<file path="src/rtl/core/gm_pkg.sv">
// Shared types and constants for the wildcard glob matcher.
`timescale 1ns / 1ps
package gm_pkg;

    // Longest pattern the cell row supports; the row has one more cell for the end position.
    localparam int PATTERN_MAX = 16;
    localparam int NUM_CELLS   = PATTERN_MAX + 1;

    // The pattern registers hold this many bytes; positions past them read as zero.
    localparam int PAT_REG_BYTES = 16;
    localparam int PAT_BITS      = 8 * PAT_REG_BYTES;
    localparam int LEN_W         = 5;
    localparam int CFG_DATA_W    = 64;
    localparam int CFG_IDX_W     = 2;

    localparam logic [7:0] CH_STAR   = 8'h2A;
    localparam logic [7:0] CH_QUEST  = 8'h3F;
    localparam logic [7:0] CH_SLASH  = 8'h2F;
    localparam logic [7:0] CH_BSLASH = 8'h5C;
    localparam logic [7:0] CH_NUL    = 8'h00;

    typedef enum logic [CFG_IDX_W-1:0] {
        CFG_PAT_LOW   = 2'd0,
        CFG_PAT_HIGH  = 2'd1,
        CFG_PAT_LEN   = 2'd2,
        CFG_PATH_MODE = 2'd3
    } t_cfg_idx;

    typedef struct packed {
        logic [PAT_BITS-1:0] pattern;
        logic [LEN_W-1:0]    length;
        logic                path_mode;
    } t_cfg;

    // Signals handed from one cell to its right-hand neighbor.
    typedef struct packed {
        logic in_use;  // this position lies inside the effective pattern
        logic close;   // active star here makes the next position active too
        logic fwd;     // this position consumes the current byte and advances
    } t_link;

endpackage

</file>
<file path="src/rtl/core/gm_in_if.sv">
// Input channel: one text byte per word, with an end-of-text flag.
`timescale 1ns / 1ps
interface gm_in_if;
    logic       valid;
    logic       ready;
    logic [7:0] text_byte;
    logic       end_of_text;

    modport source (output valid, output text_byte, output end_of_text, input ready);
    modport sink   (input valid, input text_byte, input end_of_text, output ready);
endinterface

</file>
<file path="src/rtl/core/gm_out_if.sv">
// Output channel: one match verdict per word.
`timescale 1ns / 1ps
interface gm_out_if;
    logic valid;
    logic ready;
    logic matched;

    modport source (output valid, output matched, input ready);
    modport sink   (input valid, input matched, output ready);
endinterface

</file>
<file path="src/rtl/core/wildcard_glob_match.sv">
// Top level of the wildcard glob matcher: config bank, cell row and output register.
`timescale 1ns / 1ps
// Streams a text, one byte per word on i_in, against a wildcard pattern of up to
// 16 bytes held in the configuration registers ('*' any run, '?' one byte).
// Registers are written through i_cfg_we / i_cfg_idx / i_cfg_data:
// index 0 pattern bytes 0-7, 1 bytes 8-15, 2 pattern length, 3 path mode.
// A word with end_of_text set, or with a zero byte, closes the text; one word
// carrying the verdict appears on o_out in the cycle after it is accepted, and the
// matcher is back at the start of the pattern for the next text. Other words
// give no output.
// The row holds one cell per pattern position plus one for the end; every
// accepted word updates all cells at once, so one word is taken per cycle unless an end word is held back (below).
// The star closure ripples across the row within that cycle.
// A verdict waits in the output register while o_out is stalled; a new word is
// still taken in that case unless it would produce a second verdict.
// Reset clears the config registers and the output valid to zero and leaves only position zero active.
module wildcard_glob_match
    import gm_pkg::*;
(
    input  logic                  i_clk,
    input  logic                  i_rst_n,
    gm_in_if.sink                 i_in,
    gm_out_if.source              o_out,
    input  logic                  i_cfg_we,
    input  logic [CFG_IDX_W-1:0]  i_cfg_idx,
    input  logic [CFG_DATA_W-1:0] i_cfg_data
);

    t_cfg                 cfg;
    t_link                link [NUM_CELLS+1];
    logic [NUM_CELLS-1:0] active;
    logic [NUM_CELLS-1:0] closed;
    logic [NUM_CELLS-1:0] is_end;
    logic                 in_ready;
    logic                 accept;
    logic                 end_word;
    logic                 wild_ok;
    logic                 result;
    logic                 r_out_valid;
    logic                 n_out_valid;
    logic                 r_matched;

    gm_cfg u_cfg (
        .i_clk      (i_clk),
        .i_rst_n    (i_rst_n),
        .i_cfg_we   (i_cfg_we),
        .i_cfg_idx  (i_cfg_idx),
        .i_cfg_data (i_cfg_data),
        .o_cfg      (cfg)
    );

    assign end_word = i_in.end_of_text | (i_in.text_byte == CH_NUL);
    // An end word can only enter when the output register is free or draining.
    assign in_ready = ~r_out_valid | o_out.ready | ~end_word;
    assign accept   = i_in.valid & in_ready;
    assign wild_ok  = ~(cfg.path_mode &
                        ((i_in.text_byte == CH_SLASH) | (i_in.text_byte == CH_BSLASH)));

    assign link[0] = '{in_use: 1'b1, close: 1'b0, fwd: 1'b0};

    for (genvar p = 0; p < NUM_CELLS; p++) begin : g_cell
        logic [7:0] pat_byte;
        logic       pos_ok;

        if (p < PAT_REG_BYTES) begin : g_byte
            assign pat_byte = cfg.pattern[8*p +: 8];
        end else begin : g_nobyte
            assign pat_byte = CH_NUL;
        end

        assign pos_ok = (p < PATTERN_MAX) && (32'(p) < 32'(cfg.length));

        gm_cell u_cell (
            .i_clk       (i_clk),
            .i_rst_n     (i_rst_n),
            .i_start_val ((p == 0) ? 1'b1 : 1'b0),
            .i_step      (accept & ~end_word),
            .i_restart   (accept & end_word),
            .i_pat_byte  (pat_byte),
            .i_pos_ok    (pos_ok),
            .i_wild_ok   (wild_ok),
            .i_text_byte (i_in.text_byte),
            .i_left      (link[p]),
            .o_right     (link[p+1]),
            .o_active    (active[p]),
            .o_closed    (closed[p]),
            .o_is_end    (is_end[p])
        );
    end

    // The match is the closed bit at the effective end of the pattern.
    assign result = |(closed & is_end);

    always_comb begin
        n_out_valid = r_out_valid & ~o_out.ready;
        if (accept & end_word) begin
            n_out_valid = 1'b1;
        end
    end

    always_ff @(posedge i_clk) begin
        if (!i_rst_n) begin
            r_out_valid <= 1'b0;
        end else begin
            r_out_valid <= n_out_valid;
        end
    end

    always_ff @(posedge i_clk) begin
        if (accept & end_word) begin
            r_matched <= result;
        end
    end

    assign i_in.ready    = in_ready;
    assign o_out.valid   = r_out_valid;
    assign o_out.matched = r_matched;

    a_end_gives_word: assert property (@(posedge i_clk) disable iff (!i_rst_n)
        (accept & end_word) |=> o_out.valid)
        else $error("end word did not produce an output word");

    a_restart_set: assert property (@(posedge i_clk) disable iff (!i_rst_n)
        (accept & end_word) |=> (active == NUM_CELLS'(1)))
        else $error("active set not back at position zero after end word");

    a_no_spurious: assert property (@(posedge i_clk) disable iff (!i_rst_n)
        (~r_out_valid & ~(accept & end_word)) |=> ~o_out.valid)
        else $error("output word without an end word");

    a_one_end: assert property (@(posedge i_clk) disable iff (!i_rst_n)
        $onehot(is_end))
        else $error("pattern end position is not unique");

endmodule

</file>
<file path="src/rtl/core/gm_cfg.sv">
// Configuration register bank for the glob matcher.
`timescale 1ns / 1ps
module gm_cfg
    import gm_pkg::*;
(
    input  logic                  i_clk,
    input  logic                  i_rst_n,
    input  logic                  i_cfg_we,
    input  logic [CFG_IDX_W-1:0]  i_cfg_idx,
    input  logic [CFG_DATA_W-1:0] i_cfg_data,
    output t_cfg                  o_cfg
);

    logic [CFG_DATA_W-1:0] r_pat_low;
    logic [CFG_DATA_W-1:0] r_pat_high;
    logic [LEN_W-1:0]      r_length;
    logic                  r_path_mode;

    always_ff @(posedge i_clk) begin
        if (!i_rst_n) begin
            r_pat_low   <= '0;
            r_pat_high  <= '0;
            r_length    <= '0;
            r_path_mode <= 1'b0;
        end else if (i_cfg_we) begin
            case (t_cfg_idx'(i_cfg_idx))
                CFG_PAT_LOW:   r_pat_low   <= i_cfg_data;
                CFG_PAT_HIGH:  r_pat_high  <= i_cfg_data;
                CFG_PAT_LEN:   r_length    <= i_cfg_data[LEN_W-1:0];
                CFG_PATH_MODE: r_path_mode <= i_cfg_data[0];
                default: begin
                end
            endcase
        end
    end

    assign o_cfg.pattern   = {r_pat_high, r_pat_low};
    assign o_cfg.length    = r_length;
    assign o_cfg.path_mode = r_path_mode;

endmodule

</file>
<file path="src/rtl/core/gm_cell.sv">
// One pattern position of the matcher row: its active bit and its step logic.
`timescale 1ns / 1ps
module gm_cell
    import gm_pkg::*;
(
    input  logic       i_clk,
    input  logic       i_rst_n,
    input  logic       i_start_val,
    input  logic       i_step,
    input  logic       i_restart,
    input  logic [7:0] i_pat_byte,
    input  logic       i_pos_ok,
    input  logic       i_wild_ok,
    input  logic [7:0] i_text_byte,
    input  t_link      i_left,
    output t_link      o_right,
    output logic       o_active,
    output logic       o_closed,
    output logic       o_is_end
);

    logic r_act;
    logic n_act;
    logic in_use;
    logic closed;
    logic live;
    logic is_star;
    logic is_quest;

    assign is_star  = (i_pat_byte == CH_STAR);
    assign is_quest = (i_pat_byte == CH_QUEST);

    // A zero byte ends the pattern, so use stops at the first one.
    assign in_use   = i_left.in_use & i_pos_ok & (i_pat_byte != CH_NUL);
    assign o_is_end = i_left.in_use & ~in_use;

    // Closure over stars ripples in from the left like a carry.
    assign closed = r_act | i_left.close;
    assign live   = closed & in_use;

    assign o_right.in_use = in_use;
    assign o_right.close  = live & is_star;
    assign o_right.fwd    = live & ((is_quest & i_wild_ok) |
                                    (~is_star & ~is_quest & (i_pat_byte == i_text_byte)));

    always_comb begin
        n_act = r_act;
        if (i_restart) begin
            n_act = i_start_val;
        end else if (i_step) begin
            n_act = (live & is_star & i_wild_ok) | i_left.fwd;
        end
    end

    always_ff @(posedge i_clk) begin
        if (!i_rst_n) begin
            r_act <= i_start_val;
        end else begin
            r_act <= n_act;
        end
    end

    assign o_active = r_act;
    assign o_closed = closed;

endmodule
</file>
<file path="src/flat_wrapper.sv">
// flat-port wrapper written by rule: the top's interface ports become plain ports
module wildcard_glob_match_flat import gm_pkg::*;
  (i_clk, i_rst_n, i_cfg_we, i_cfg_idx, i_cfg_data, i_in_valid, i_in_text_byte, i_in_end_of_text, i_in_ready, o_out_valid, o_out_matched, o_out_ready);
  gm_in_if i_in_i ();
  gm_out_if o_out_i ();
  input  logic i_clk;
  input  logic i_rst_n;
  input  logic i_cfg_we;
  input  logic [CFG_IDX_W-1:0] i_cfg_idx;
  input  logic [CFG_DATA_W-1:0] i_cfg_data;
  input wire logic [$bits(i_in_i.valid)-1:0] i_in_valid;
  input wire logic [$bits(i_in_i.text_byte)-1:0] i_in_text_byte;
  input wire logic [$bits(i_in_i.end_of_text)-1:0] i_in_end_of_text;
  output wire logic [$bits(i_in_i.ready)-1:0] i_in_ready;
  output wire logic [$bits(o_out_i.valid)-1:0] o_out_valid;
  output wire logic [$bits(o_out_i.matched)-1:0] o_out_matched;
  input wire logic [$bits(o_out_i.ready)-1:0] o_out_ready;
  assign i_in_i.valid = i_in_valid;
  assign i_in_i.text_byte = i_in_text_byte;
  assign i_in_i.end_of_text = i_in_end_of_text;
  assign i_in_ready = i_in_i.ready;
  assign o_out_valid = o_out_i.valid;
  assign o_out_matched = o_out_i.matched;
  assign o_out_i.ready = o_out_ready;
  wildcard_glob_match u_core (.i_clk(i_clk), .i_rst_n(i_rst_n), .i_in(i_in_i), .o_out(o_out_i), .i_cfg_we(i_cfg_we), .i_cfg_idx(i_cfg_idx), .i_cfg_data(i_cfg_data));
endmodule
</file>
<file path="config.mk">
export PLATFORM = sky130hd
export DESIGN_NAME = wildcard_glob_match_flat
export DESIGN_NICKNAME = d
export VERILOG_FILES = /design/src/rtl/core/gm_pkg.sv /design/src/rtl/core/gm_in_if.sv /design/src/rtl/core/gm_out_if.sv /design/src/rtl/core/wildcard_glob_match.sv /design/src/rtl/core/gm_cfg.sv /design/src/rtl/core/gm_cell.sv /design/src/flat_wrapper.sv
export SDC_FILE = /design/constraint.sdc
export NUM_CORES = 1
export LEC_CHECK = 0
export BUFFER_PORTS_ARGS = -buffer_cell sky130_fd_sc_hd__buf_2
export CAP_MARGIN = 20
export CORE_MARGIN = 8
export CORE_UTILIZATION = 45
export DETAILED_ROUTE_END_ITERATION = 8
export PLACE_DENSITY_LB_ADDON = 0.1
export SYNTH_ARGS = -nofsm -noshare
export SYNTH_HDL_FRONTEND = slang
export SYNTH_HIERARCHICAL = 1
export SYNTH_SLANG_ARGS = --single-unit
</file>
<file path="constraint.sdc">
create_clock -name i_clk -period 22.1 [get_ports i_clk]
set_clock_uncertainty 0.1 [all_clocks]
set_input_delay 2.21 -clock i_clk [delete_from_list [all_inputs] [get_ports i_clk]]
set_output_delay 2.21 -clock i_clk [all_outputs]
set_load 0.01 [all_outputs]
</file>
==> metrics.md <==
| Metric | Value |
|---|---|
| Instance count on the critical path | 41 |
| Standard-cell row count | 54 |
| Hold_buf cts | 0 |
| Die Outline Area | 27,300 sq um |
| Max-Cap Viols | 0 |
| Reported leakage power | 5.22 nW |
| Max Buffers Root-to-Sink | 2 |
| Max Fanout on Critical Path | 14 |
| Share of post-route cells with drive strength above 1 | 0.174 |
| Number of warnings printed during yosys synthesis | 6 |
| Dominant delay contributor by cell family on the critical path | simple AND/OR/NAND/NOR gates |
| Clock Pin Slew Worst Setup and Hold Paths | 0.06 ns |
| Clk sink count | 153 |
| Tcrit/Tclk final | 0.418 |
| Fill cell count | 2,101 |
| Least-Margin Pin Slew | 0.997 ns |
| Worst Hold Endpoint | u_core/u_cfg/r_path_mode |
| Count of routing violations after the opening detailed-route iteration | 523 |
| Crit-path max cell delay | 0.44 ns |
| Number of gates resized after cts | 0 |
| Worst-case headroom to the max-slew limit | 0.335 |
| Routability Congestion | 0.816 |
| First-pass GRT wire length | 43,000 um |
| Final cell area excluding filler cells | 11,100 sq um |
| Signal arrival time at the worst endpoint | 9.30 ns |
| Data required time at the worst endpoint | 22.17 ns |
| Part of the total power dissipated in combinational logic | 0.136 |
| Pin count of the biggest net entering global routing | 115 |
| Post-Syn Instances | 1,107 |
| Capture point of the worst reg-to-reg path | u_core/o_out.matched |
| DPL Wire Length | 18,600 um |
| Placeable core region | 21,900 sq um |
| Int Power | 0.000492 W |
| Average instance area after synthesis | 9.07 sq um |
| CP endpoint kind | flop |
| Hold Vio Cnt, Final | 0 |
| Number of optimization iterations in the first detailed-route pass | 6 |
| Count of non-filler cells in the finished layout | 1,490 |
| Setup crit start kind | flop |
| Pwr dens | 61.5 nW/um^2 |
| Number of global-route vias before repair | 7,931 |
| Root buffer cell | sky130_fd_sc_hd__clkbuf_16 |
| Cell area after synthesis | 10,000 sq um |
| Worst-skew pair later-pin latency | 0.43 ns |
| Switching part of the total power | 0.279 |
| Sum of buffers and inverters on the critical path | 1 |
| Dpl cells | 1,458 |
| Die width | 165 um |
| Initial standard-cell utilization of the core | 0.459 |
| Register share of total power | 0.452 |
| Worst reg-to-reg path cell count | 41 |
| Flip-flop and latch area | 3240 sq um |
| Largest vdd supply drop | 44.2 uV |
| Aggregate routed wire length | 26,900 um |
| Mean routed wirelength per cell | 18.1 um |
| Final layout net count | 1,277 |
| Number of antenna violations at the first check in global routing | 0 |
| Remaining number of nets flagged by the antenna check after routing | 0 |
| Maximum achievable frequency | 108 MHz |
| RSZ-0062 raised after global routing | false |
| Number of buffers inserted during clock tree synthesis | 17 |
| Drt drc | 0 |
| Final setup violation count | 0 |
| Final Critical Period | 9.23 ns |
| Deepest level of the CTS H-tree | 4 |
| Avg Vias per Cell | 5.43 |
| Min-Delay Path Class | reg2reg |
| Final total power | 0.000683 W |
| GRT Util Overall | 0.200 |
| R2r setup slk | 12.87 ns |
| Switching pwr | 0.000190 W |
| Ports placed on the boundary | 83 |
| Placed Instance Area | 10,600 sq um |
| Clock tree from TritonCTS | built |
| Clk pwr share | 0.412 |
| Buffers inserted during post-CTS setup optimization | 0 |
| TNS Setup | 0 ns |
| Worst hold path startpoint | u_core/u_cfg/r_path_mode |
| Status | finished, final reports clean |
| Relative area change from synthesis to final layout | 10.7% |
| Hold-critical path depth | 2 |
| Multi-input logic area | 6470 sq um |
| Overall die height | 165 um |
| Critical Setup Path Class | reg2reg |
| Number of antenna diodes | 0 |
| Port Buffers | 82 |
| Startpoint of the most critical register-to-register path | u_core/u_cfg/r_length[4] |
| DR vias | 8,092 |
| Max-slew violation count | 0 |
| Highest-delay cell along the critical path | sky130_fd_sc_hd__dfxtp_1 |
| Global route total overflow | 0 |
## cell usage in the layout, fill, tap and decap left out, types with 18 or more instances in the layout
cell type / count
sky130_fd_sc_hd__nand3_1: 37
sky130_fd_sc_hd__nor2b_1: 19
sky130_fd_sc_hd__a21oi_2: 34
sky130_fd_sc_hd__xor2_1: 128
sky130_fd_sc_hd__conb_1: 39
sky130_fd_sc_hd__nand2_1: 205
sky130_fd_sc_hd__nor2_1: 37
sky130_fd_sc_hd__nand4_1: 33
sky130_fd_sc_hd__and3_1: 33
sky130_fd_sc_hd__nand2b_1: 20
sky130_fd_sc_hd__nor3_1: 19
sky130_fd_sc_hd__mux2i_1: 134
sky130_fd_sc_hd__nor4_1: 32
sky130_fd_sc_hd__edfxtp_1: 18
sky130_fd_sc_hd__dfxtp_1: 135
sky130_fd_sc_hd__buf_2: 81
## state kept, by name, summed over array words and instances, names as in the netlist
signal,count
u_core/u_cfg/r_pat_high,64
u_core/u_cfg/r_length,5
u_core/u_cfg/r_pat_low,64
u_core/o_out.valid,1
u_core/o_out.matched,1
u_core/g_cell.u_cell/o_active,17
u_core/u_cfg/r_path_mode,1
## stage by stage
stage / setup WS (ns) / util / hold slack [ns]
floorplan: 13.44 / - / 0.338
global placement: 13.07 / 0.482 / 0.353
detailed placement: 12.90 / 0.482 / 0.363
CTS: 12.88 / 0.507 / 0.372
global route: 12.43 / 0.507 / 0.402
finish: 12.87 / 0.507 / 0.368
## how the worst max path moves through the flow
stage	start	endpoint	slack, ns
6_report	u_core/u_cfg/r_length[4]	u_core/o_out.matched	12.87
5_1_grt	u_core/u_cfg/r_length[4]	u_core/o_out.matched	12.43
4_1_cts	u_core/u_cfg/r_length[4]	u_core/o_out.matched	12.88
3_5_place_dp	u_core/u_cfg/r_length[4]	u_core/o_out.matched	12.90
3_3_place_gp	u_core/u_cfg/r_length[4]	u_core/o_out.matched	13.07
2_1_floorplan	u_core/u_cfg/r_length[4]	u_core/o_out.matched	13.44
## power by group through the flow
stage / Combinational, W / Clock (W) / Sequential (W)
4_1_cts: 0.0000927 / 0.000288 / 0.000309
3_5_place_dp: 0.0000923 / 0 / 0.000315
6_report: 0.0000925 / 0.000282 / 0.000309
5_1_grt: 0.000102 / 0.000300 / 0.000310
3_3_place_gp: 0.0000914 / 0 / 0.000314
2_1_floorplan: 0.0000653 / 0 / 0.000310
## final cells by class
cell class	count	area share
multi-input combinational	933	0.583
sequential	153	0.292
timing repair buffer	90	0.0429
clock buffer	22	0.0418
tap	280	0.0315
clock inverter	10	0.00834
inverter	2	0.000676
## worst reg2reg max path: cells and delay by family (launching register included)
| kind | cells | cell delay (ns) |
|---|---|---|
| flip-flops | 1 | 0.44 |
| buffers and inverters | 1 | 0.07 |
| AO/OA/AOI/OAI | 18 | 3.87 |
| AND/OR/NAND/NOR | 22 | 4.47 |
## metal layers
layer	up-vias	routed length, um	GRT usage
met1	3838	13200	0.270
met3	8	1020	0.0374
met2	149	12600	0.330
met4	0	138	0.0390
met5	-	0	0
li1	4097	-	-
Power figures use the tool's default switching activity.
